<file path="src/magma_block_cipher_core_macros.svh">
// Assertion macros for the cipher core RTL (used by the queue)
`ifndef MAGMA_BLOCK_CIPHER_CORE_MACROS_SVH
`define MAGMA_BLOCK_CIPHER_CORE_MACROS_SVH

// same-cycle implication
`define MGM_ASSERT_NOW(label, ante, cons, msg) \
  label: assert property (@(posedge clk) disable iff (!rst_n) (ante) |-> (cons)) \
    else $error(msg);

// next-cycle implication
`define MGM_ASSERT_NEXT(label, ante, cons, msg) \
  label: assert property (@(posedge clk) disable iff (!rst_n) (ante) |=> (cons)) \
    else $error(msg);

`endif

</file>
<file path="src/mgm_pkg.sv">
// Types, constants and round helpers for the Magma cipher core
package mgm_pkg;

  localparam int BLOCK_W     = 64;
  localparam int HALF_W      = 32;
  localparam int KEY_W       = 256;
  localparam int ROUNDS      = 32;
  localparam int ROT_AMOUNT  = 11;
  localparam int QUEUE_DEPTH = 4;
  localparam int ADDR_W      = 6;
  localparam int DATA_W      = 64;

  typedef logic [KEY_W-1:0] key_t;

  typedef struct packed {
    logic                 decrypt;
    logic [BLOCK_W-1:0]   block;
  } entry_t;

  typedef enum logic [2:0] {
    REG_KEY0 = 3'd0,
    REG_KEY1 = 3'd1,
    REG_KEY2 = 3'd2,
    REG_KEY3 = 3'd3,
    REG_MODE = 3'd4
  } reg_idx_t;

  localparam logic [3:0] SBOX [8][16] = '{
    '{4'd12, 4'd4, 4'd6, 4'd2, 4'd10, 4'd5, 4'd11, 4'd9,
      4'd14, 4'd8, 4'd13, 4'd7, 4'd0, 4'd3, 4'd15, 4'd1},
    '{4'd6, 4'd8, 4'd2, 4'd3, 4'd9, 4'd10, 4'd5, 4'd12,
      4'd1, 4'd11, 4'd7, 4'd13, 4'd0, 4'd4, 4'd15, 4'd14},
    '{4'd7, 4'd11, 4'd5, 4'd8, 4'd12, 4'd4, 4'd2, 4'd0,
      4'd14, 4'd1, 4'd3, 4'd10, 4'd9, 4'd15, 4'd6, 4'd13},
    '{4'd13, 4'd1, 4'd7, 4'd4, 4'd11, 4'd5, 4'd0, 4'd15,
      4'd3, 4'd12, 4'd14, 4'd6, 4'd9, 4'd10, 4'd2, 4'd8},
    '{4'd5, 4'd10, 4'd15, 4'd12, 4'd1, 4'd13, 4'd14, 4'd11,
      4'd8, 4'd3, 4'd6, 4'd0, 4'd4, 4'd7, 4'd9, 4'd2},
    '{4'd14, 4'd5, 4'd0, 4'd15, 4'd13, 4'd11, 4'd3, 4'd6,
      4'd9, 4'd2, 4'd12, 4'd7, 4'd1, 4'd8, 4'd10, 4'd4},
    '{4'd11, 4'd13, 4'd12, 4'd3, 4'd7, 4'd14, 4'd10, 4'd5,
      4'd0, 4'd9, 4'd4, 4'd15, 4'd2, 4'd8, 4'd1, 4'd6},
    '{4'd15, 4'd12, 4'd9, 4'd7, 4'd3, 4'd0, 4'd11, 4'd4,
      4'd1, 4'd14, 4'd2, 4'd13, 4'd6, 4'd10, 4'd8, 4'd5}
  };

  // key word number (0 = K1) used by a given round position
  function automatic int key_index(int r);
    return (r < 24) ? (r & 7) : (7 - (r & 7));
  endfunction

  // round function: add key, substitute nibbles, rotate left
  function automatic logic [HALF_W-1:0] round_fn(logic [HALF_W-1:0] half,
                                                 logic [HALF_W-1:0] k);
    logic [HALF_W-1:0] sum;
    logic [HALF_W-1:0] sub;
    sum = half + k;
    sub = '0;
    for (int i = 0; i < 8; i++) begin
      sub[4*i +: 4] = SBOX[i][sum[4*i +: 4]];
    end
    return {sub[HALF_W-ROT_AMOUNT-1:0], sub[HALF_W-1:HALF_W-ROT_AMOUNT]};
  endfunction

endpackage

</file>
<file path="src/mgm_front.sv">
// Front end: takes commands, tags each word with its mode, feeds the queue
module mgm_front #(
  parameter int DEPTH = mgm_pkg::QUEUE_DEPTH,
  parameter int LW    = $clog2(DEPTH + 1)
) (
  input  logic                        clk,
  input  logic                        rst_n,
  input  logic                        start,
  input  logic [mgm_pkg::BLOCK_W-1:0] in_block_in,
  input  logic                        decrypt_mode,
  input  logic [LW-1:0]               level,
  output logic                        busy,
  output logic                        push,
  output mgm_pkg::entry_t             entry
);

  logic            valid_r;
  logic            valid_nxt;
  mgm_pkg::entry_t entry_r;
  logic [LW:0]     fill;

  // queue level plus the word still held here
  assign fill      = {1'b0, level} + {{LW{1'b0}}, valid_r};
  assign busy      = (fill >= (LW + 1)'(DEPTH));
  assign valid_nxt = start && !busy;

  always_ff @(posedge clk) begin
    if (!rst_n) begin
      valid_r <= 1'b0;
    end else begin
      valid_r <= valid_nxt;
    end
  end

  always_ff @(posedge clk) begin
    if (valid_nxt) begin
      entry_r.decrypt <= decrypt_mode;
      entry_r.block   <= in_block_in;
    end
  end

  assign push  = valid_r;
  assign entry = entry_r;

endmodule

</file>
<file path="config.mk">
export PLATFORM = sky130hd
export DESIGN_NAME = mgm_front
export DESIGN_NICKNAME = d
export VERILOG_FILES = /design/src/magma_block_cipher_core_macros.svh /design/src/mgm_pkg.sv /design/src/mgm_front.sv
export SDC_FILE = /design/constraint.sdc
export NUM_CORES = 1
export LEC_CHECK = 0
export ABC_AREA = 1
export BUFFER_PORTS_ARGS = -buffer_cell sky130_fd_sc_hd__buf_2
export CAP_MARGIN = 10
export CELL_PAD_IN_SITES_DETAIL_PLACEMENT = 1
export CELL_PAD_IN_SITES_GLOBAL_PLACEMENT = 1
export CORE_UTILIZATION = 34
export CTS_CLUSTER_SIZE = 10
export DETAILED_ROUTE_END_ITERATION = 8
export HOLD_SLACK_MARGIN = 0.1
export PLACE_DENSITY = 0.91
export SLEW_MARGIN = 20
export SYNTH_ARGS = -nofsm -noshare
export SYNTH_HDL_FRONTEND = slang
export SYNTH_SLANG_ARGS = --single-unit
</file>
<file path="constraint.sdc">
create_clock -name clk -period 5.5 [get_ports clk]
set_clock_uncertainty 0.15 [all_clocks]
set_input_delay 0 -clock clk [delete_from_list [all_inputs] [get_ports clk]]
set_output_delay 0 -clock clk [all_outputs]
set_load 0.01 [all_outputs]
</file>
==> Word-level counts from Yosys, hierarchy flattened <==
Cells that the tools add are included.
Widths: inputs -> output; s select.
{ "op_classes": {"div": 0, "n_lt_le_gt_ge": 1, "n_bitwise": 0, "reduce_logical": 2, "eq_ne": 0, "shifts": 0, "n_mux": 0, "n_mul": 0, "n_addsub": 1} }
{ "ops": {"columns": ["cell", "count"], "rows": [
  ["$add 3x1->4", 1],
  ["$ge 4x3->1 const B", 1],
  ["$logic_and 1x1->1", 1],
  ["$logic_not 1->1", 1]
]} }
{ "totals": {"memories": 0, "wordCells": 7, "input_bits": 71, "latchBits": 0, "output_inout_bits": 67, "mem_bits_ro": 0, "regBits": 66, "ram_bits": 0} }

==> Logic depth before layout (Yosys ltp) <==
{ "depth": {"word_depth": 4, "mapped_depth": 3, "mapped_depth_nobuf": 3} }

==> Worst setup path after synthesis <==
No wires, ideal clock.
{ "synth_path": {"kind": "register to register", "startpoint": "register valid_r (netlist: push)", "endpoint": "register entry_r (netlist bit entry[0]) (enable)", "slack_ns": 3.160, "stages_incl_launch_ff": 4, "path_buffers": 0, "arrival_ns": 1.770, "setup_ns": 0.419, "cell_sequence": "dfxtp_1 > nand3_2 > nand3_2 > inv_1"} }
{ "synth_via": {"elab_chain_len": 4} }
{ "synth_rtl": {"columns": ["element", "line", "text"], "rows": [
  ["start, declared", "mgm_front.sv:17", "logic valid_r;"],
  ["start signal, assigned", "mgm_front.sv:31", "valid_r <= valid_nxt;"],
  ["$add 3x1->4", "mgm_front.sv:23", "assign fill = {1'b0, level} + {{LW{1'b0}}, valid_r};"],
  ["$ge 4x3->1", "mgm_front.sv:24", "assign busy = (fill >= (LW + 1)'(DEPTH));"],
  ["$logic_not 1->1", "mgm_front.sv:25", "assign valid_nxt = start && !busy;"],
  ["$logic_and 1x1->1", "mgm_front.sv:25", null],
  ["via valid_nxt", "mgm_front.sv:18", "logic valid_nxt;"],
  ["end, declared", "mgm_front.sv:19", "mgm_pkg::entry_t entry_r;"]
]} }
The timed path passes the listed nets, and every way through them passes these cells.
A chain may end at the register's enable or synchronous reset.

==> Worst setup path after layout <==
{ "layout_path": {"startpoint": "register valid_r (netlist: push)", "endpoint": "register entry_r (netlist bit entry[12]) (enable)"} }
The elaborated chain is that of the path after synthesis.

==> impl_metrics.py <==
metrics = {
    "timing": {
        "fin_crit_ps": 2060,
        "setup_viol": 0,
        "fin_tns_setup_ps": 0,
        "setup_ws_ps": 3440,
        "worstMarginPinSlew_ps": 650,
        "hold_violations": 0,
        "max_freq_mhz": 486,
        "slew_violations": 0,
        "rsz0062_at_grt": "no",
        "slew_headroom_pct": 56.6,
        "fin_crit_sh_pct": 37.4,
    },
    "route": {
        "dr_total_vias": 1559,
        "wl_per_cell_um": 16.7,
        "wirelength_mm": 6.09,
        "post_drt_via_cell_ratio": 4.27,
        "drtIter0Drc": 44,
        "drtAntennaViolNets": 0,
        "drtPass1Iterations": 4,
        "drcViolationCount": 0,
    },
    "grt": {
        "grt_use_met1_pct": 19.4,
        "busiest_layer": "met2",
        "grt_pass1_wl_mm": 9.03,
        "use_met3_pct": 6.21,
        "overflow": 0,
        "groute.usage.overall_pct": 20.8,
        "grt_max_degree": 36,
        "antenna_found_initial": 0,
        "grt_util_met2_pct": 40.0,
        "grt_pass1_vias": 1780,
    },
    "floorplanning": {
        "die_height_um": 79.0,
        "core_area_mm2": 0.00561,
        "dieArea_mm2": 0.00623,
        "rows": 27,
        "initial_utilization_pct": 35.9,
        "io_pins": 138,
        "fp.dieW_um": 79.0,
    },
    "synth": {
        "yosysWarnings": 0,
        "netlist_top_cells_area": "edfxtp_1 (97%), dfxtp_1 (0.99%), nand3_2 (0.99%)",
        "syn-num-nets": 144,
        "synthesis.area_mm2": 0.00201,
        "syn_area_per_cell_um2": 27.6,
        "synth_area_leader_cell": "edfxtp_1",
        "synth-seq-cells": 66,
        "netlist_instances": 73,
        "yosysUniqueCellTypes": 6,
        "ys_seq_area_share_pct": 97.9,
        "yosysTopAreaCellShare_pct": 97.0,
    },
    "critical_path": {
        "cp.arrival_ps": 1880,
        "critPathKind": "reg -> reg",
        "critPathMaxFanout": 35,
        "endpoint": "entry[12]",
        "required_ps": 5320,
        "critPathCaptureType": "register",
        "startpoint_type": "register",
        "r2r-end": "entry[12]",
        "rrSetupSlack_ps": 3440,
        "worstReg2RegStart": "push",
        "crit_path_start": "push",
        "r2r_cells": 4,
    },
    "cts": {
        "post_cts_resized": 0,
        "clock_sinks": 66,
        "numCtsBuffers": 9,
        "cts_tree": "yes",
        "htree_levels": 3,
        "cts_buffer_depth": 2,
        "clock_latency_ps": 330,
        "root_buffer": "clkbuf_8",
        "path_clk_slew_ps": 70,
    },
    "cells_and_area": {
        "syn_to_final_growth_pct": 80.9,
        "fin_nets": 360,
        "drive_above_1_share_pct": 52.2,
        "diodes": 0,
    },
    "worst_hold_path": {
        "whs_path_depth": 4,
        "hold_class": "in -> out",
    },
    "place": {
        "gp_congestion": 0.693,
        "preCtsSetupSlack_ps": 3460,
        "dp_hpwl_mm": 3.33,
        "io_buffers": 137,
    },
    "power_and_ir_drop": {
        "total_leakage_power_uw": 0.00156,
        "internal_power_uw": 842,
        "power.switching_uw": 213,
        "swShare_pct": 20.2,
        "power.share.sequential_pct": 55.3,
        "clkPwrFrac_pct": 34.5,
        "ir_worst_vdd_v": 0.000155,
        "comb_power_share_pct": 10.2,
        "power_density_mw_per_mm2": 290,
    },
    "run_status": {
        "outcome": "finished clean",
    },
    "run": {
        "cap_viol_max_count": 0,
    },
}
## area by class of cell
type / instances / area [um^2]
flip-flops and latches: 66 / 1970
fillers: 554 / 1970
repair buffers: 205 / 1360
clock buffers: 10 / 128
well taps: 72 / 90.1
clock inverters: 5 / 46.3
multi-input cells: 4 / 30.0
inverters: 3 / 11.3
## metal layers
| metal | vias up | wire length, um |
|---|---|---|
| met5 | - | 0 |
| met4 | 0 | 142 |
| met3 | 11 | 482 |
| met2 | 96 | 3380 |
| met1 | 732 | 2080 |
| li1 | 720 | - |
## worst min-delay path by stage
| stage | slack [ps] | end | start |
|---|---|---|---|
| 2_1_floorplan | -50 | entry[0] | in_block_in[0] |
| 3_3_place_gp | 30 | entry[53] | in_block_in[53] |
| 4_1_cts | 150 | busy | level[2] |
| 6_report | 180 | busy | level[2] |
| 3_5_place_dp | 30 | entry[57] | in_block_in[57] |
| 5_1_grt | 220 | entry[15] | in_block_in[15] |
## synthesized netlist by cell type
library cell and n:
nand2_1 1, nand3_2 2, inv_1 3, edfxtp_1 65
nor2_2 1, dfxtp_1 1
## logic make-up (layout without fill, tap and decap cells)
group	count (synthesis)	count (layout)	share of synthesized area [%]
buf+inv	3	223	0.559
simple gates	4	4	1.49
flops	66	66	97.9
## placed cells by master (no fill, tap or decap), drive strengths merged
cell / synthesis / layout
buf: 0 / 138
bufinv: 0 / 1
clkbuf: 0 / 10
clkinv: 0 / 4
dfxtp: 1 / 1
dlygate4sd3: 0 / 67
edfxtp: 65 / 65
inv: 3 / 3
nand2: 1 / 1
nand3: 2 / 2
nor2: 1 / 1
## critical path, stage by stage, from the launching register on
cell     delay, ps
dfxtp_1        330
nand3_2         90
nand3_2         90
inv_2          500
buf_4          510
## power groups by stage
stage                     Clock [uW]  Sequential [uW]  Combinational, uW
final                            364              583                108
after global routing             390              585                116
after CTS                        374              583                105
after detailed placement           0              594               67.9
after global placement             0              593               65.2
after floorplan                    0              607               8.52
## state kept, by name, summed over array words and instances (netlist names)
signal,count
entry,65
push,1
## what timing repair did
item | CTS | global route
buffers inserted | 0 | 0
hold endpoints to repair | 66 | 0
hold buffers | 67 | 0
## through the flow
step / power (uW) / cell area, um^2 / hold WS [ps] / instances / utilization, %
after floorplan: 615 / 2010 / -51.1 / 73 / -
after global placement: 658 / 2800 / 26.0 / 283 / 49.9
final: 1060 / 3640 / 180 / 365 / 64.9
after detailed placement: 662 / 2800 / 28.7 / 283 / 49.9
after global routing: 1090 / 3640 / 218 / 365 / 64.9
after CTS: 1060 / 3640 / 152 / 365 / 64.9
Note: power is estimated with default switching activity, not from simulation.
