===== config.mk =====
export PLATFORM = sky130hd
export DESIGN_NAME = mgm_queue
export DESIGN_NICKNAME = d
export VERILOG_FILES = /design/src/mgm_pkg.sv /design/src/mgm_queue.sv
export VERILOG_INCLUDE_DIRS = /design/src /design/src/src
export SDC_FILE = /design/constraint.sdc
export NUM_CORES = 1
export LEC_CHECK = 0
export BUFFER_PORTS_ARGS = -buffer_cell sky130_fd_sc_hd__buf_2
export CAP_MARGIN = 20
export CORE_UTILIZATION = 26
export DETAILED_ROUTE_END_ITERATION = 10
export GPL_ROUTABILITY_DRIVEN = 1
export SETUP_SLACK_MARGIN = 0.3
export SKIP_LAST_GASP = 1
export SLEW_MARGIN = 20
export SYNTH_ARGS = -nofsm -noshare
export SYNTH_HDL_FRONTEND = slang
export SYNTH_SLANG_ARGS = --single-unit

===== constraint.sdc =====
create_clock -name clk -period 3.5 [get_ports clk]
set_clock_uncertainty 0.1 [all_clocks]
set_input_delay 0.875 -clock clk [delete_from_list [all_inputs] [get_ports clk]]
set_output_delay 0.875 -clock clk [all_outputs]
set_load 0.01 [all_outputs]

===== src/magma_block_cipher_core_macros.svh =====
// Assertion macros for the cipher core RTL (used by the queue)
`ifndef MAGMA_BLOCK_CIPHER_CORE_MACROS_SVH
`define MAGMA_BLOCK_CIPHER_CORE_MACROS_SVH

// same-cycle implication
`define MGM_ASSERT_NOW(label, ante, cons, msg) \
  label: assert property (@(posedge clk) disable iff (!rst_n) (ante) |-> (cons)) \
    else $error(msg);

// next-cycle implication
`define MGM_ASSERT_NEXT(label, ante, cons, msg) \
  label: assert property (@(posedge clk) disable iff (!rst_n) (ante) |=> (cons)) \
    else $error(msg);

`endif


===== src/mgm_pkg.sv =====
// Types, constants and round helpers for the Magma cipher core
package mgm_pkg;

  localparam int BLOCK_W     = 64;
  localparam int HALF_W      = 32;
  localparam int KEY_W       = 256;
  localparam int ROUNDS      = 32;
  localparam int ROT_AMOUNT  = 11;
  localparam int QUEUE_DEPTH = 4;
  localparam int ADDR_W      = 6;
  localparam int DATA_W      = 64;

  typedef logic [KEY_W-1:0] key_t;

  typedef struct packed {
    logic                 decrypt;
    logic [BLOCK_W-1:0]   block;
  } entry_t;

  typedef enum logic [2:0] {
    REG_KEY0 = 3'd0,
    REG_KEY1 = 3'd1,
    REG_KEY2 = 3'd2,
    REG_KEY3 = 3'd3,
    REG_MODE = 3'd4
  } reg_idx_t;

  localparam logic [3:0] SBOX [8][16] = '{
    '{4'd12, 4'd4, 4'd6, 4'd2, 4'd10, 4'd5, 4'd11, 4'd9,
      4'd14, 4'd8, 4'd13, 4'd7, 4'd0, 4'd3, 4'd15, 4'd1},
    '{4'd6, 4'd8, 4'd2, 4'd3, 4'd9, 4'd10, 4'd5, 4'd12,
      4'd1, 4'd11, 4'd7, 4'd13, 4'd0, 4'd4, 4'd15, 4'd14},
    '{4'd7, 4'd11, 4'd5, 4'd8, 4'd12, 4'd4, 4'd2, 4'd0,
      4'd14, 4'd1, 4'd3, 4'd10, 4'd9, 4'd15, 4'd6, 4'd13},
    '{4'd13, 4'd1, 4'd7, 4'd4, 4'd11, 4'd5, 4'd0, 4'd15,
      4'd3, 4'd12, 4'd14, 4'd6, 4'd9, 4'd10, 4'd2, 4'd8},
    '{4'd5, 4'd10, 4'd15, 4'd12, 4'd1, 4'd13, 4'd14, 4'd11,
      4'd8, 4'd3, 4'd6, 4'd0, 4'd4, 4'd7, 4'd9, 4'd2},
    '{4'd14, 4'd5, 4'd0, 4'd15, 4'd13, 4'd11, 4'd3, 4'd6,
      4'd9, 4'd2, 4'd12, 4'd7, 4'd1, 4'd8, 4'd10, 4'd4},
    '{4'd11, 4'd13, 4'd12, 4'd3, 4'd7, 4'd14, 4'd10, 4'd5,
      4'd0, 4'd9, 4'd4, 4'd15, 4'd2, 4'd8, 4'd1, 4'd6},
    '{4'd15, 4'd12, 4'd9, 4'd7, 4'd3, 4'd0, 4'd11, 4'd4,
      4'd1, 4'd14, 4'd2, 4'd13, 4'd6, 4'd10, 4'd8, 4'd5}
  };

  // key word number (0 = K1) used by a given round position
  function automatic int key_index(int r);
    return (r < 24) ? (r & 7) : (7 - (r & 7));
  endfunction

  // round function: add key, substitute nibbles, rotate left
  function automatic logic [HALF_W-1:0] round_fn(logic [HALF_W-1:0] half,
                                                 logic [HALF_W-1:0] k);
    logic [HALF_W-1:0] sum;
    logic [HALF_W-1:0] sub;
    sum = half + k;
    sub = '0;
    for (int i = 0; i < 8; i++) begin
      sub[4*i +: 4] = SBOX[i][sum[4*i +: 4]];
    end
    return {sub[HALF_W-ROT_AMOUNT-1:0], sub[HALF_W-1:HALF_W-ROT_AMOUNT]};
  endfunction

endpackage


===== src/mgm_queue.sv =====
// Short queue between front end and round pipeline
`include "magma_block_cipher_core_macros.svh"

module mgm_queue #(
  parameter int DEPTH = mgm_pkg::QUEUE_DEPTH,
  parameter int LW    = $clog2(DEPTH + 1)
) (
  input  logic            clk,
  input  logic            rst_n,
  input  logic            push,
  input  mgm_pkg::entry_t wr_entry,
  input  logic            pop,
  output mgm_pkg::entry_t rd_entry,
  output logic            empty,
  output logic [LW-1:0]   level
);

  localparam int PW = (DEPTH > 1) ? $clog2(DEPTH) : 1;

  mgm_pkg::entry_t mem_r [DEPTH];
  mgm_pkg::entry_t rd_entry_r;
  logic [PW-1:0]   wr_ptr_r;
  logic [PW-1:0]   wr_ptr_nxt;
  logic [PW-1:0]   rd_ptr_r;
  logic [PW-1:0]   rd_ptr_nxt;
  logic [LW-1:0]   count_r;
  logic [LW-1:0]   count_nxt;
  logic            do_pop;

  assign empty  = (count_r == '0);
  assign do_pop = pop && !empty;

  always_comb begin
    wr_ptr_nxt = wr_ptr_r;
    rd_ptr_nxt = rd_ptr_r;
    count_nxt  = count_r;
    if (push) begin
      wr_ptr_nxt = (wr_ptr_r == PW'(DEPTH - 1)) ? '0 : wr_ptr_r + 1'b1;
    end
    if (do_pop) begin
      rd_ptr_nxt = (rd_ptr_r == PW'(DEPTH - 1)) ? '0 : rd_ptr_r + 1'b1;
    end
    if (push && !do_pop) begin
      count_nxt = count_r + 1'b1;
    end else if (!push && do_pop) begin
      count_nxt = count_r - 1'b1;
    end
  end

  always_ff @(posedge clk) begin
    if (!rst_n) begin
      wr_ptr_r <= '0;
      rd_ptr_r <= '0;
      count_r  <= '0;
    end else begin
      wr_ptr_r <= wr_ptr_nxt;
      rd_ptr_r <= rd_ptr_nxt;
      count_r  <= count_nxt;
    end
  end

  // head word held in a register; a word written to the next head slot passes straight in
  always_ff @(posedge clk) begin
    if (push) begin
      mem_r[wr_ptr_r] <= wr_entry;
    end
    if (push && (wr_ptr_r == rd_ptr_nxt)) begin
      rd_entry_r <= wr_entry;
    end else begin
      rd_entry_r <= mem_r[rd_ptr_nxt];
    end
  end

  assign rd_entry = rd_entry_r;
  assign level    = count_r;

  `MGM_ASSERT_NOW(a_no_overflow, push && !do_pop, count_r < LW'(DEPTH), "queue overflow")
  `MGM_ASSERT_NEXT(a_count_up, push && !do_pop, count_r == $past(count_r) + 1'b1, "count up")
  `MGM_ASSERT_NEXT(a_ptr_gap, 1'b1,
    (count_r == LW'(DEPTH)) || (count_r == '0) ? (wr_ptr_r == rd_ptr_r) : (wr_ptr_r != rd_ptr_r),
    "pointer and count disagree")

endmodule


# ---- Word level (Yosys, flattened, before mapping)
# Memory sizes are Yosys's and may differ from the RTL's. A register that Yosys moved wholly into a read port is not among the register bits.
# Index checks and enable logic that the tools add are counted.
dict set report word_totals {
  register_bits 7
  latch_bits 0
  ramBits 260
  mem_bits_ro 0
  out_inout_bits 69
  word_cells 25
  mem_count 1
}
# name words width read_ports rd_clocked_by_memory_dff wr line_no
set mem_list {}
lappend mem_list {mem_r 4 65 1 1 1 mgm_queue.sv:20} ;# mgm_pkg::entry_t mem_r [DEPTH];
dict set report classes {
  addsub 4
  multipliers 0
  div_mod_pow 0
  order_cmp 0
  n_eq_ne 2
  shift 0
  muxes 7
  bitwise 0
  reduce_logical 8
}
# operator count
set ops {}
lappend ops {{2-bit 2-to-1 mux} 3}
lappend ops {{3-bit 2-to-1 mux} 2}
lappend ops {{2-bit by 1-bit adder with 2-bit output (second input constant)} 2}
lappend ops {{2-bit == test (second input constant)} 2}
lappend ops {{3-bit by 1-bit adder with 3-bit output (second input constant)} 1}
lappend ops {{1-bit logical AND} 3}
lappend ops {{1-bit zero test} 3}
lappend ops {{3-bit zero test} 1}
lappend ops {{3-bit by 1-bit subtractor with 3-bit output (second input constant)} 1}
lappend ops {{1-bit 2-to-1 mux} 2}
lappend ops {{2-bit nonzero test} 1}

# ---- Longest topological paths before layout
# Gate-level depths: netlist of the first run.
dict set report logic_depth {
  depth_word 6
  ltp_mapped 7
  depth_no_buf 7
}

# ---- Worst setup path before layout of the first run
# OpenSTA, ideal clock, no wires.
dict set report synth_path {
  path_type {input to register}
  from {in push}
  to {mem mem_r[0][0] (netlist bit), enable pin}
  setup_time_ps 430
  t_arrival_ps 2404
  setup_slack_ps 566
  stages 1
  n_path_buf 0
  path_cell_list {and2_1}
}
dict set report synth_via {
  elab_chain_cells 2
}
# item line_no
set synth_rtl {}
lappend synth_rtl {{from (decl)} mgm_queue.sv:10} ;# input logic push,
lappend synth_rtl {{1-bit 2-to-1 mux} mgm_queue.sv:64} ;# if (push) begin
lappend synth_rtl {{1-bit 2-to-1 mux (not written as such)} mgm_queue.sv:65} ;# mem_r[wr_ptr_r] <= wr_entry;
lappend synth_rtl {{to (decl)} mgm_queue.sv:20}
# No other way between the ends.

==> results of run 1 <==
## area by class of cell
class	instances	area (um^2)	share of cell area [%]
Clock inverter	20	153	1.26
Tap cell	511	639	5.26
Clock buffer	32	737	6.07
Timing Repair Buffer	148	856	7.05
Antenna cell	1	2.50	0.0206
Sequential cell	269	8000	65.8
Multi-Input combinational cell	96	1750	14.4
Inverter	3	11.3	0.0927
## sequential cells by signal (all words and copies together), names as in the netlist, named ones only
register,cells
mem_r,260
wr_ptr_r,2
rd_ptr_r,2
level,3
## through the flow
stage	total power, mW	cell area [um^2]	utilization, %
after floorplan	5.19	9900	-
after global placement	5.81	11300	30.0
after detailed placement	5.83	11300	30.0
after CTS	8.71	12100	32.3
after global routing	8.95	12100	32.3
final	8.55	12100	32.3
## cells by family after synthesis
kind of cell               share of synthesized area (%)
adders and majority gates                          0.961
DFF                                                 80.7
muxes                                               15.3
AOI/OAI and AO/OA                                  0.341
and+or+nand+nor                                    0.822
xor gates and xnor gates                           0.177
buffers and inverters                               1.66
## synth_stat cells
master | n | share of area, %
sky130_fd_sc_hd__xor2_1 | 1 | 0.089
sky130_fd_sc_hd__edfxtp_1 | 260 | 79
sky130_fd_sc_hd__mux2_2 | 2 | 0.23
sky130_fd_sc_hd__ha_1 | 6 | 0.76
sky130_fd_sc_hd__mux4_2 | 65 | 15
sky130_fd_sc_hd__buf_4 | 1 | 0.076
sky130_fd_sc_hd__inv_1 | 3 | 0.11
sky130_fd_sc_hd__fa_1 | 1 | 0.20
sky130_fd_sc_hd__or3_1 | 1 | 0.063
sky130_fd_sc_hd__clkbuf_1 | 1 | 0.038
sky130_fd_sc_hd__buf_6 | 1 | 0.11
sky130_fd_sc_hd__o31ai_4 | 1 | 0.21
sky130_fd_sc_hd__and2_1 | 7 | 0.44
sky130_fd_sc_hd__mux2i_1 | 3 | 0.30
sky130_fd_sc_hd__xnor2_1 | 1 | 0.089
sky130_fd_sc_hd__nor3_1 | 1 | 0.051
sky130_fd_sc_hd__dfxtp_1 | 9 | 1.8
sky130_fd_sc_hd__buf_12 | 5 | 1.0
sky130_fd_sc_hd__a21boi_0 | 1 | 0.076
sky130_fd_sc_hd__buf_2 | 6 | 0.30
sky130_fd_sc_hd__nor2_1 | 2 | 0.076
sky130_fd_sc_hd__nor2b_1 | 3 | 0.19
sky130_fd_sc_hd__o21ai_0 | 1 | 0.051
## where the power goes
| part | switching (mW) | internal [mW] |
|---|---|---|
| clock network | 1.20 | 1.65 |
| registers | 0.0833 | 3.71 |
| logic | 0.944 | 0.958 |
| total | 2.23 | 6.32 |
## worst min path at each step
stage | depth (start not counted) | startpoint | endpoint | slack (ns)
global placement | 1 | rd_ptr_r[1]$_SDFF_PN0_ | register | 0.40
detailed placement | 1 | rd_ptr_r[1]$_SDFF_PN0_ | register | 0.40
CTS | 1 | rd_ptr_r[1]$_SDFF_PN0_ | register | 0.41
floorplan | 1 | rd_ptr_r[1]$_SDFF_PN0_ | register | 0.37
finish | 1 | rd_ptr_r[1]$_SDFF_PN0_ | register | 0.40
global route | 1 | wr_entry[53] | mem_r[0][53]$_DFFE_PP_ | 0.43
## routing by layer
metal	share of wire, %	track usage [%]
met1	46	13.1
met3	5.3	2.42
met5	0.21	0
met4	2.0	3.04
met2	46	15.7
==> flow_summary.html, run 1 <==
<table>
<tr><th>Metric</th><th>Value</th></tr>
<tr><th colspan="2">Outcome</th></tr>
<tr><td>Status</td><td>finished, final reports clean</td></tr>
<tr><th colspan="2">Floorplan</th></tr>
<tr><td>Die width</td><td>just under 200 um</td></tr>
<tr><td>Io pins</td><td>138</td></tr>
<tr><td>Cell row count</td><td>71</td></tr>
<tr><td>Die Span Y</td><td>between 150 and 200 um</td></tr>
<tr><td>Initial Utilization</td><td>26.3%</td></tr>
<tr><td>Overall die area</td><td>a little under 40000 um^2</td></tr>
<tr><td>Core area</td><td>~38000 um^2</td></tr>
<tr><th colspan="2">Global route</th></tr>
<tr><td>Wire length of the first global-routing pass</td><td>28900 um</td></tr>
<tr><td>Final global-route overflow total</td><td>0</td></tr>
<tr><td>Vias in the first global route</td><td>about 4800</td></tr>
<tr><td>Gr usage total</td><td>9.82%</td></tr>
<tr><td>Pin count of the biggest net entering global routing</td><td>about 40</td></tr>
<tr><td>Initial antenna violation count</td><td>3</td></tr>
<tr><th colspan="2">Drt</th></tr>
<tr><td>Vias/cell</td><td>between 4 and 5</td></tr>
<tr><td>DRT antenna net count</td><td>0</td></tr>
<tr><td>Routed length per instance</td><td>roughly 18 um</td></tr>
<tr><td>Count of routing violations after the opening detailed-route iteration</td><td>235</td></tr>
<tr><td>Total number of vias</td><td>roughly 4500</td></tr>
<tr><td>Drt drc</td><td>0</td></tr>
<tr><td>Pre-Repair DR Iteration Count</td><td>4</td></tr>
<tr><td>Final routed wirelength across all metal layers</td><td>~19000 um</td></tr>
<tr><th colspan="2">Setup path</th></tr>
<tr><td>Crit Path Class</td><td>register to primary output</td></tr>
<tr><td>Critical path required time</td><td>between 2 and 3 ns</td></tr>
<tr><td>Gate family responsible for the most delay along the worst path</td><td>multiplexers</td></tr>
<tr><td>Endpoint of the most critical register-to-register path</td><td>level[2]$_SDFFE_PN0P_</td></tr>
<tr><td>Ordered list of cells on the worst path</td><td>buf_12, mux4_2, buf_2</td></tr>
<tr><td>Crit path DAT</td><td>1.98 ns</td></tr>
<tr><td>Setup slack on the worst flop-to-flop path</td><td>approximately 1.4 ns</td></tr>
<tr><td>Type of origin of the critical path</td><td>register</td></tr>
<tr><td>Highest fanout seen on the critical path</td><td>36</td></tr>
<tr><td>Cell with the largest stage delay on the worst path</td><td>sky130_fd_sc_hd__mux4_2</td></tr>
<tr><td>Buffer and inverter count on the worst path</td><td>2</td></tr>
<tr><td>Crit path depth</td><td>3</td></tr>
<tr><td>Crit path to</td><td>rd_entry[15]</td></tr>
<tr><td>Capturing element type of the critical path</td><td>primary output</td></tr>
<tr><td>Crit-path max cell delay</td><td>0.57 ns</td></tr>
<tr><td>Reg-to-reg startpoint</td><td>level[0]$_SDFFE_PN0P_</td></tr>
<tr><td>Number of cell instances on the worst register-to-register path</td><td>7</td></tr>
<tr><th colspan="2">Timing</th></tr>
<tr><td>Count of endpoints failing hold in the final timing report</td><td>0</td></tr>
<tr><td>Tightest Pin Transition</td><td>0.527 ns</td></tr>
<tr><td>Worst slew slack as a fraction of its limit</td><td>64.8%</td></tr>
<tr><td>Final total negative setup slack</td><td>0 ns</td></tr>
<tr><td>Max-slew violation total from the final report</td><td>0</td></tr>
<tr><td>Period utilisation layout</td><td>between 80% and 90%</td></tr>
<tr><td>Final min period</td><td>2.96 ns</td></tr>
<tr><td>Final worst setup slack</td><td>around 0.54 ns</td></tr>
<tr><td>Unrepaired setup endpoints after global routing</td><td>no</td></tr>
<tr><td># setup viols final</td><td>0</td></tr>
<tr><td>Maximum clock frequency</td><td>between 300 and 400 MHz</td></tr>
<tr><td>Hold_ws</td><td>about 0.40 ns</td></tr>
<tr><th colspan="2">Clocking</th></tr>
<tr><td>Count of hold buffers inserted by post-cts repair</td><td>0</td></tr>
<tr><td>Htree depth</td><td>1</td></tr>
<tr><td>Clock Latency Late Sink</td><td>approximately 0.54 ns</td></tr>
<tr><td>Quantity of gates resized following cts</td><td>0</td></tr>
<tr><td>Total CTS buffers</td><td>28</td></tr>
<tr><td>Clock edge transition at the registers on the reported setup and hold paths</td><td>approximately 0.06 ns</td></tr>
<tr><td>Buffer cell driving the clock tree root</td><td>sky130_fd_sc_hd__clkbuf_16</td></tr>
<tr><td>Number of buffers inserted to repair setup after CTS</td><td>0</td></tr>
<tr><td>Clock tree from TritonCTS</td><td>done</td></tr>
<tr><td>Clock Tree Buf Depth</td><td>3</td></tr>
<tr><td>Clock Sink Count</td><td>between 200 and 300</td></tr>
<tr><th colspan="2">Final layout</th></tr>
<tr><td>Share of post-route cells with drive strength above 1</td><td>between 40% and 50%</td></tr>
<tr><td>Final std cells w/o fill</td><td>1080</td></tr>
<tr><td>Number of nets in the layout</td><td>about 620</td></tr>
<tr><td>Area growth syn-to-layout</td><td>22.8%</td></tr>
<tr><td>Leading cell types in the layout, fill and taps excluded</td><td>sky130_fd_sc_hd__edfxtp_1 (260), sky130_fd_sc_hd__buf_2 (137), sky130_fd_sc_hd__mux4_2 (65)</td></tr>
<tr><td>FILL cells</td><td>roughly 3600</td></tr>
<tr><td>Most common cell after layout, fill and taps aside</td><td>sky130_fd_sc_hd__edfxtp_1</td></tr>
<tr><th colspan="2">Power</th></tr>
<tr><td>Leak Pwr</td><td>approximately 4.0 nW</td></tr>
<tr><td>Pwr/cell area</td><td>704 nW/um^2</td></tr>
<tr><td>VDD IR max</td><td>397 uV</td></tr>
<tr><th colspan="2">Logic synthesis</th></tr>
<tr><td>Netlist Area Pre-Place</td><td>9900 um^2</td></tr>
<tr><td>Synthesized net count</td><td>~460</td></tr>
<tr><td>Count of mapped cells out of synthesis</td><td>382</td></tr>
<tr><td>Sequential share of the synthesized area</td><td>80.7%</td></tr>
<tr><td>Average cell area after synthesis</td><td>~26 um^2</td></tr>
<tr><td>Synthesized flop and latch total</td><td>between 200 and 300</td></tr>
<tr><td>Count of synthesis-stage warnings from yosys</td><td>0</td></tr>
<tr><td>Netlist cell types</td><td>23</td></tr>
<tr><th colspan="2">Placed design</th></tr>
<tr><td>RD Place Congestion</td><td>roughly 0.67</td></tr>
<tr><td>Placed wire-length estimate after detailed placement</td><td>between 10000 and 15000 um</td></tr>
<tr><td>Worst slack after detailed placement</td><td>between 0.9 and 1 ns</td></tr>
<tr><td>Instance count after placement with tap cells included</td><td>a little over 1000</td></tr>
<tr><td>Count of buffers from port buffering</td><td>137</td></tr>
<tr><th colspan="2">Hold path</th></tr>
<tr><td>Class of the worst hold path</td><td>register to register</td></tr>
<tr><th colspan="2">Run</th></tr>
<tr><td># Max-Cap Violations</td><td>0</td></tr>
</table>
(Power assumes the default switching activity.)
==> run 2: changes to the inputs <==
--- a/config.mk
+++ b/config.mk
@@ -6,6 +6,7 @@
 export SDC_FILE = /design/constraint.sdc
 export NUM_CORES = 1
 export LEC_CHECK = 0
+export ABC_AREA = 1
 export BUFFER_PORTS_ARGS = -buffer_cell sky130_fd_sc_hd__buf_2
 export CAP_MARGIN = 20
 export CORE_UTILIZATION = 26
==> constraint.sdc (replaced) <==
create_clock -name clk -period 2.5 [get_ports clk]
set_clock_uncertainty 0.1 [all_clocks]
set_input_delay 0.625 -clock clk [delete_from_list [all_inputs] [get_ports clk]]
set_output_delay 0.625 -clock clk [all_outputs]
set_load 0.01 [all_outputs]
==> flow_summary.html, run 2 <==
<table>
<tr><th>Metric</th><th>Value</th></tr>
<tr><th colspan="2">Final layout</th></tr>
<tr><td>Most common cell after layout, fill and taps aside</td><td>sky130_fd_sc_hd__edfxtp_1</td></tr>
<tr><td>Leading cell types in the layout, fill and taps excluded</td><td>sky130_fd_sc_hd__edfxtp_1 (260), sky130_fd_sc_hd__buf_2 (134), sky130_fd_sc_hd__nor2_1 (89)</td></tr>
<tr><td>Register containing the most flip-flops in the final layout</td><td>mem_r</td></tr>
<tr><td>Max reg flops</td><td>260 (unchanged)</td></tr>
<tr><td>Area growth syn-to-layout</td><td>37.3%</td></tr>
<tr><td>Number of nets in the layout</td><td>961 (+55%)</td></tr>
<tr><td>Post-route cell area</td><td>14300 um^2 (+18%)</td></tr>
<tr><td>Share of post-route cells with drive strength above 1</td><td>42.6% (-3.9 points)</td></tr>
<tr><th colspan="2">Setup path</th></tr>
<tr><td>Number of cell instances on the worst register-to-register path</td><td>12 (+5)</td></tr>
<tr><td>Critical path required time</td><td>1.77 ns (-0.75 ns)</td></tr>
<tr><td>Crit Path Class</td><td>register to primary output</td></tr>
<tr><td>Reg-to-reg startpoint</td><td>level[2]$_SDFFE_PN0P_</td></tr>
<tr><td>Highest fanout seen on the critical path</td><td>8 (-78%)</td></tr>
<tr><td>Crit path DAT</td><td>1.85 ns (-0.13 ns)</td></tr>
<tr><td>Endpoint of the most critical register-to-register path</td><td>level[2]$_SDFFE_PN0P_</td></tr>
<tr><td>Capturing element type of the critical path</td><td>primary output</td></tr>
<tr><td>Crit path to</td><td>rd_entry[17]</td></tr>
<tr><td>Type of origin of the critical path</td><td>register</td></tr>
<tr><td>Setup slack on the worst flop-to-flop path</td><td>0.65 ns (-0.71 ns)</td></tr>
<tr><th colspan="2">Drt</th></tr>
<tr><td>DRT antenna net count</td><td>0 (unchanged)</td></tr>
<tr><td>Final routed wirelength across all metal layers</td><td>29000 um (+52%)</td></tr>
<tr><td>Routed length per instance</td><td>20.3 um (+15%)</td></tr>
<tr><td>Drt drc</td><td>0 (unchanged)</td></tr>
<tr><td>Pre-Repair DR Iteration Count</td><td>4 (unchanged)</td></tr>
<tr><td>Vias/cell</td><td>4.51 (+9.2%)</td></tr>
<tr><td>Count of routing violations after the opening detailed-route iteration</td><td>269 (+14%)</td></tr>
<tr><td>Total number of vias</td><td>6461 (+45%)</td></tr>
<tr><th colspan="2">Global route</th></tr>
<tr><td>Vias in the first global route</td><td>6349 (+33%)</td></tr>
<tr><td>Final global-route overflow total</td><td>0 (unchanged)</td></tr>
<tr><td>Initial antenna violation count</td><td>2 (-1)</td></tr>
<tr><td>Gr usage total</td><td>12.8% (+3.0 points)</td></tr>
<tr><td>Wire length of the first global-routing pass</td><td>39400 um (+36%)</td></tr>
<tr><td>Pin count of the biggest net entering global routing</td><td>66 (+61%)</td></tr>
<tr><th colspan="2">Timing</th></tr>
<tr><td>Max-slew violation total from the final report</td><td>0 (unchanged)</td></tr>
<tr><td>Hold_ws</td><td>0.177 ns (-0.226 ns)</td></tr>
<tr><td>Unrepaired setup endpoints after global routing</td><td>yes</td></tr>
<tr><td>Tightest Pin Transition</td><td>0.464 ns (-0.0636 ns)</td></tr>
<tr><td>Worst slew slack as a fraction of its limit</td><td>69.1% (+4.2 points)</td></tr>
<tr><td>Count of endpoints failing hold in the final timing report</td><td>0 (unchanged)</td></tr>
<tr><td>Period utilisation layout</td><td>103%</td></tr>
<tr><td>Maximum clock frequency</td><td>~400 MHz</td></tr>
<tr><td># setup viols final</td><td>39 (+39)</td></tr>
<tr><td>Final min period</td><td>2.57 ns</td></tr>
<tr><td>Final worst setup slack</td><td>-0.0709 ns (-0.611 ns)</td></tr>
<tr><th colspan="2">Placed design</th></tr>
<tr><td>RD Place Congestion</td><td>0.688 (+3.0%)</td></tr>
<tr><td>Worst slack after detailed placement</td><td>0.467 ns (-0.516 ns)</td></tr>
<tr><td>Placed wire-length estimate after detailed placement</td><td>12200 um (+6.1%)</td></tr>
<tr><td>Count of buffers from port buffering</td><td>137 (unchanged)</td></tr>
<tr><td>Placement Cell Area</td><td>11800 um^2 (+4.6%)</td></tr>
<tr><th colspan="2">Clocking</th></tr>
<tr><td>Htree depth</td><td>1 (unchanged)</td></tr>
<tr><td>Clock Tree Buf Depth</td><td>3 (unchanged)</td></tr>
<tr><td>Buffer cell driving the clock tree root</td><td>sky130_fd_sc_hd__clkbuf_16</td></tr>
<tr><td>Clock tree from TritonCTS</td><td>done</td></tr>
<tr><td>Clock Latency Late Sink</td><td>0.55 ns (about the same)</td></tr>
<tr><td>Clock edge transition at the registers on the reported setup and hold paths</td><td>0.06 ns (about the same)</td></tr>
<tr><td>Clock Sink Count</td><td>269 (unchanged)</td></tr>
<tr><td>Count of hold buffers inserted by post-cts repair</td><td>0 (unchanged)</td></tr>
<tr><td>Total CTS buffers</td><td>30 (+7.1%)</td></tr>
<tr><th colspan="2">Logic synthesis</th></tr>
<tr><td>Sequential share of the synthesized area</td><td>76.5% (-4.2 points)</td></tr>
<tr><td>Share of flip-flops with an asynchronous set or reset after synthesis</td><td>0% (unchanged)</td></tr>
<tr><td>Netlist cell types</td><td>25 (+8.7%)</td></tr>
<tr><td>Most numerous cell types in the synthesized netlist</td><td>sky130_fd_sc_hd__edfxtp_1 (260), sky130_fd_sc_hd__nor2_1 (117), sky130_fd_sc_hd__o21ai_0 (93)</td></tr>
<tr><td>Number of synthesized flops with an enable pin</td><td>260 (unchanged)</td></tr>
<tr><td>Most instantiated flip-flop cell in the synthesis netlist</td><td>sky130_fd_sc_hd__edfxtp_1</td></tr>
<tr><td>Synthesized net count</td><td>774 (+69%)</td></tr>
<tr><td>Count of synthesis-stage warnings from yosys</td><td>0 (unchanged)</td></tr>
<tr><td>Most frequent cell after synthesis</td><td>sky130_fd_sc_hd__edfxtp_1</td></tr>
<tr><td>Biggest area contributors in the synthesized netlist</td><td>sky130_fd_sc_hd__edfxtp_1 (75%), sky130_fd_sc_hd__o21ai_0 (4.5%), sky130_fd_sc_hd__nor2_1 (4.2%)</td></tr>
<tr><td>Average cell area after synthesis</td><td>15.0 um^2 (-42%)</td></tr>
<tr><td>Synthesized flop and latch total</td><td>269 (unchanged)</td></tr>
<tr><td>Area share of the leading cell type in the synthesized netlist</td><td>74.8% (-4.1 points)</td></tr>
<tr><td>Cell taking the most area after synthesis</td><td>sky130_fd_sc_hd__edfxtp_1</td></tr>
<tr><td>Netlist Area Pre-Place</td><td>10400 um^2 (+5.5%)</td></tr>
<tr><td>Count of mapped cells out of synthesis</td><td>698 (+83%)</td></tr>
<tr><th colspan="2">Hold path</th></tr>
<tr><td>Class of the worst hold path</td><td>primary input to register</td></tr>
<tr><th colspan="2">Outcome</th></tr>
<tr><td>Status</td><td>finished with violations</td></tr>
<tr><td>Violated checks</td><td>setup timing</td></tr>
<tr><th colspan="2">Floorplan</th></tr>
<tr><td>Core area</td><td>39600 um^2 (+5.5%)</td></tr>
<tr><td>Die Span Y</td><td>202 um (+2.7%)</td></tr>
<tr><td>Die width</td><td>202 um (+2.7%)</td></tr>
<tr><td>Cell row count</td><td>73 (+2.8%)</td></tr>
<tr><td>Overall die area</td><td>41000 um^2 (+5.5%)</td></tr>
<tr><td>Io pins</td><td>138 (unchanged)</td></tr>
<tr><td>Initial Utilization</td><td>26.3% (about the same)</td></tr>
<tr><th colspan="2">Power</th></tr>
<tr><td>Leak Pwr</td><td>5.02 nW (+25%)</td></tr>
<tr><td>Pwr/cell area</td><td>1200 nW/um^2 (+70%)</td></tr>
<tr><td>VDD IR max</td><td>617 uV (+55%)</td></tr>
<tr><th colspan="2">Run</th></tr>
<tr><td># Max-Cap Violations</td><td>0 (unchanged)</td></tr>
</table>
-- run 2: where the power goes --
part           switching [mW]  internal (mW)
clock network            1.75           2.66
logic                    4.00           3.41
registers               0.123           5.19
total                    5.88           11.3
-- run 2: cell families after synthesis --
logic type	after synthesis	synth area share, %
fa+ha+maj	7	0.910
compound gates	201	11.8
simple gates	157	7.18
buf+inv	64	3.64
flops	269	76.5
-- run 2: how the worst min path moves through the flow --
stage,to,start,slack [ns],depth (start not counted)
after global routing,mem_r[1][40]$_DFFE_PP_,wr_entry[40],0.15,1
after CTS,mem_r[2][10]$_DFFE_PP_,wr_entry[10],0.15,1
after global placement,wr_ptr_r[1]$_SDFFE_PN0P_,wr_ptr_r[1]$_SDFFE_PN0P_,0.41,2
after floorplan,wr_ptr_r[1]$_SDFFE_PN0P_,wr_ptr_r[1]$_SDFFE_PN0P_,0.39,2
final,mem_r[1][33]$_DFFE_PP_,wr_entry[33],0.18,1
after detailed placement,wr_ptr_r[1]$_SDFFE_PN0P_,wr_ptr_r[1]$_SDFFE_PN0P_,0.43,2
-- run 2: through the flow --
| stage | power (mW) | setup TNS, ns | std cells | util [%] |
|---|---|---|---|---|
| 2_1_floorplan | 8.25 | 0 | 698 | - |
| 3_3_place_gp | 9.76 | 0 | 1336 | 29.7 |
| 3_5_place_dp | 9.81 | 0 | 1336 | 29.7 |
| 4_1_cts | 16.0 | -3.20 | 1415 | 34.0 |
| 5_1_grt | 17.9 | -5.27 | 1431 | 36.2 |
| 6_report | 17.1 | -0.998 | 1432 | 36.2 |
-- run 2: final cells by class --
| class | count | area [um^2] |
|---|---|---|
| clock buffer | 36 | 795 |
| timing repair buffer | 195 | 1990 |
| clock inverter | 17 | 195 |
| inverter | 22 | 119 |
| sequential | 269 | 8000 |
| fill | 3798 | 25300 |
| timing repair inverter | 2 | 27.5 |
| antenna | 1 | 2.50 |
| multi-input combinational | 365 | 2560 |
| tap | 525 | 657 |
-- run 2: metal layers --
metal | GRT usage (%) | part of all wire [%]
met1 | 17.0 | 44
met2 | 21.1 | 48
met3 | 2.85 | 6.0
met4 | 3.65 | 1.6
met5 | 0 | 0.045
-- run 2: worst max-delay path, stage by stage (launching register included) --
cell	delay [ns]
sky130_fd_sc_hd__dfxtp_4	0.36
sky130_fd_sc_hd__buf_12	0.14
sky130_fd_sc_hd__inv_16	0.07
sky130_fd_sc_hd__buf_16	0.15
sky130_fd_sc_hd__clkbuf_16	0.17
sky130_fd_sc_hd__o21ai_2	0.06
sky130_fd_sc_hd__o22ai_2	0.16
sky130_fd_sc_hd__buf_2	0.17
-- run 2: timing repair --
| action | in CTS | in global routing |
|---|---|---|
| setup endpoints to repair | 65 | 65 |
| resized for setup | 88 | 119 |
| pin swaps | 26 | 44 |
| gates cloned | 15 | 16 |
| setup buffers | 11 | 0 |
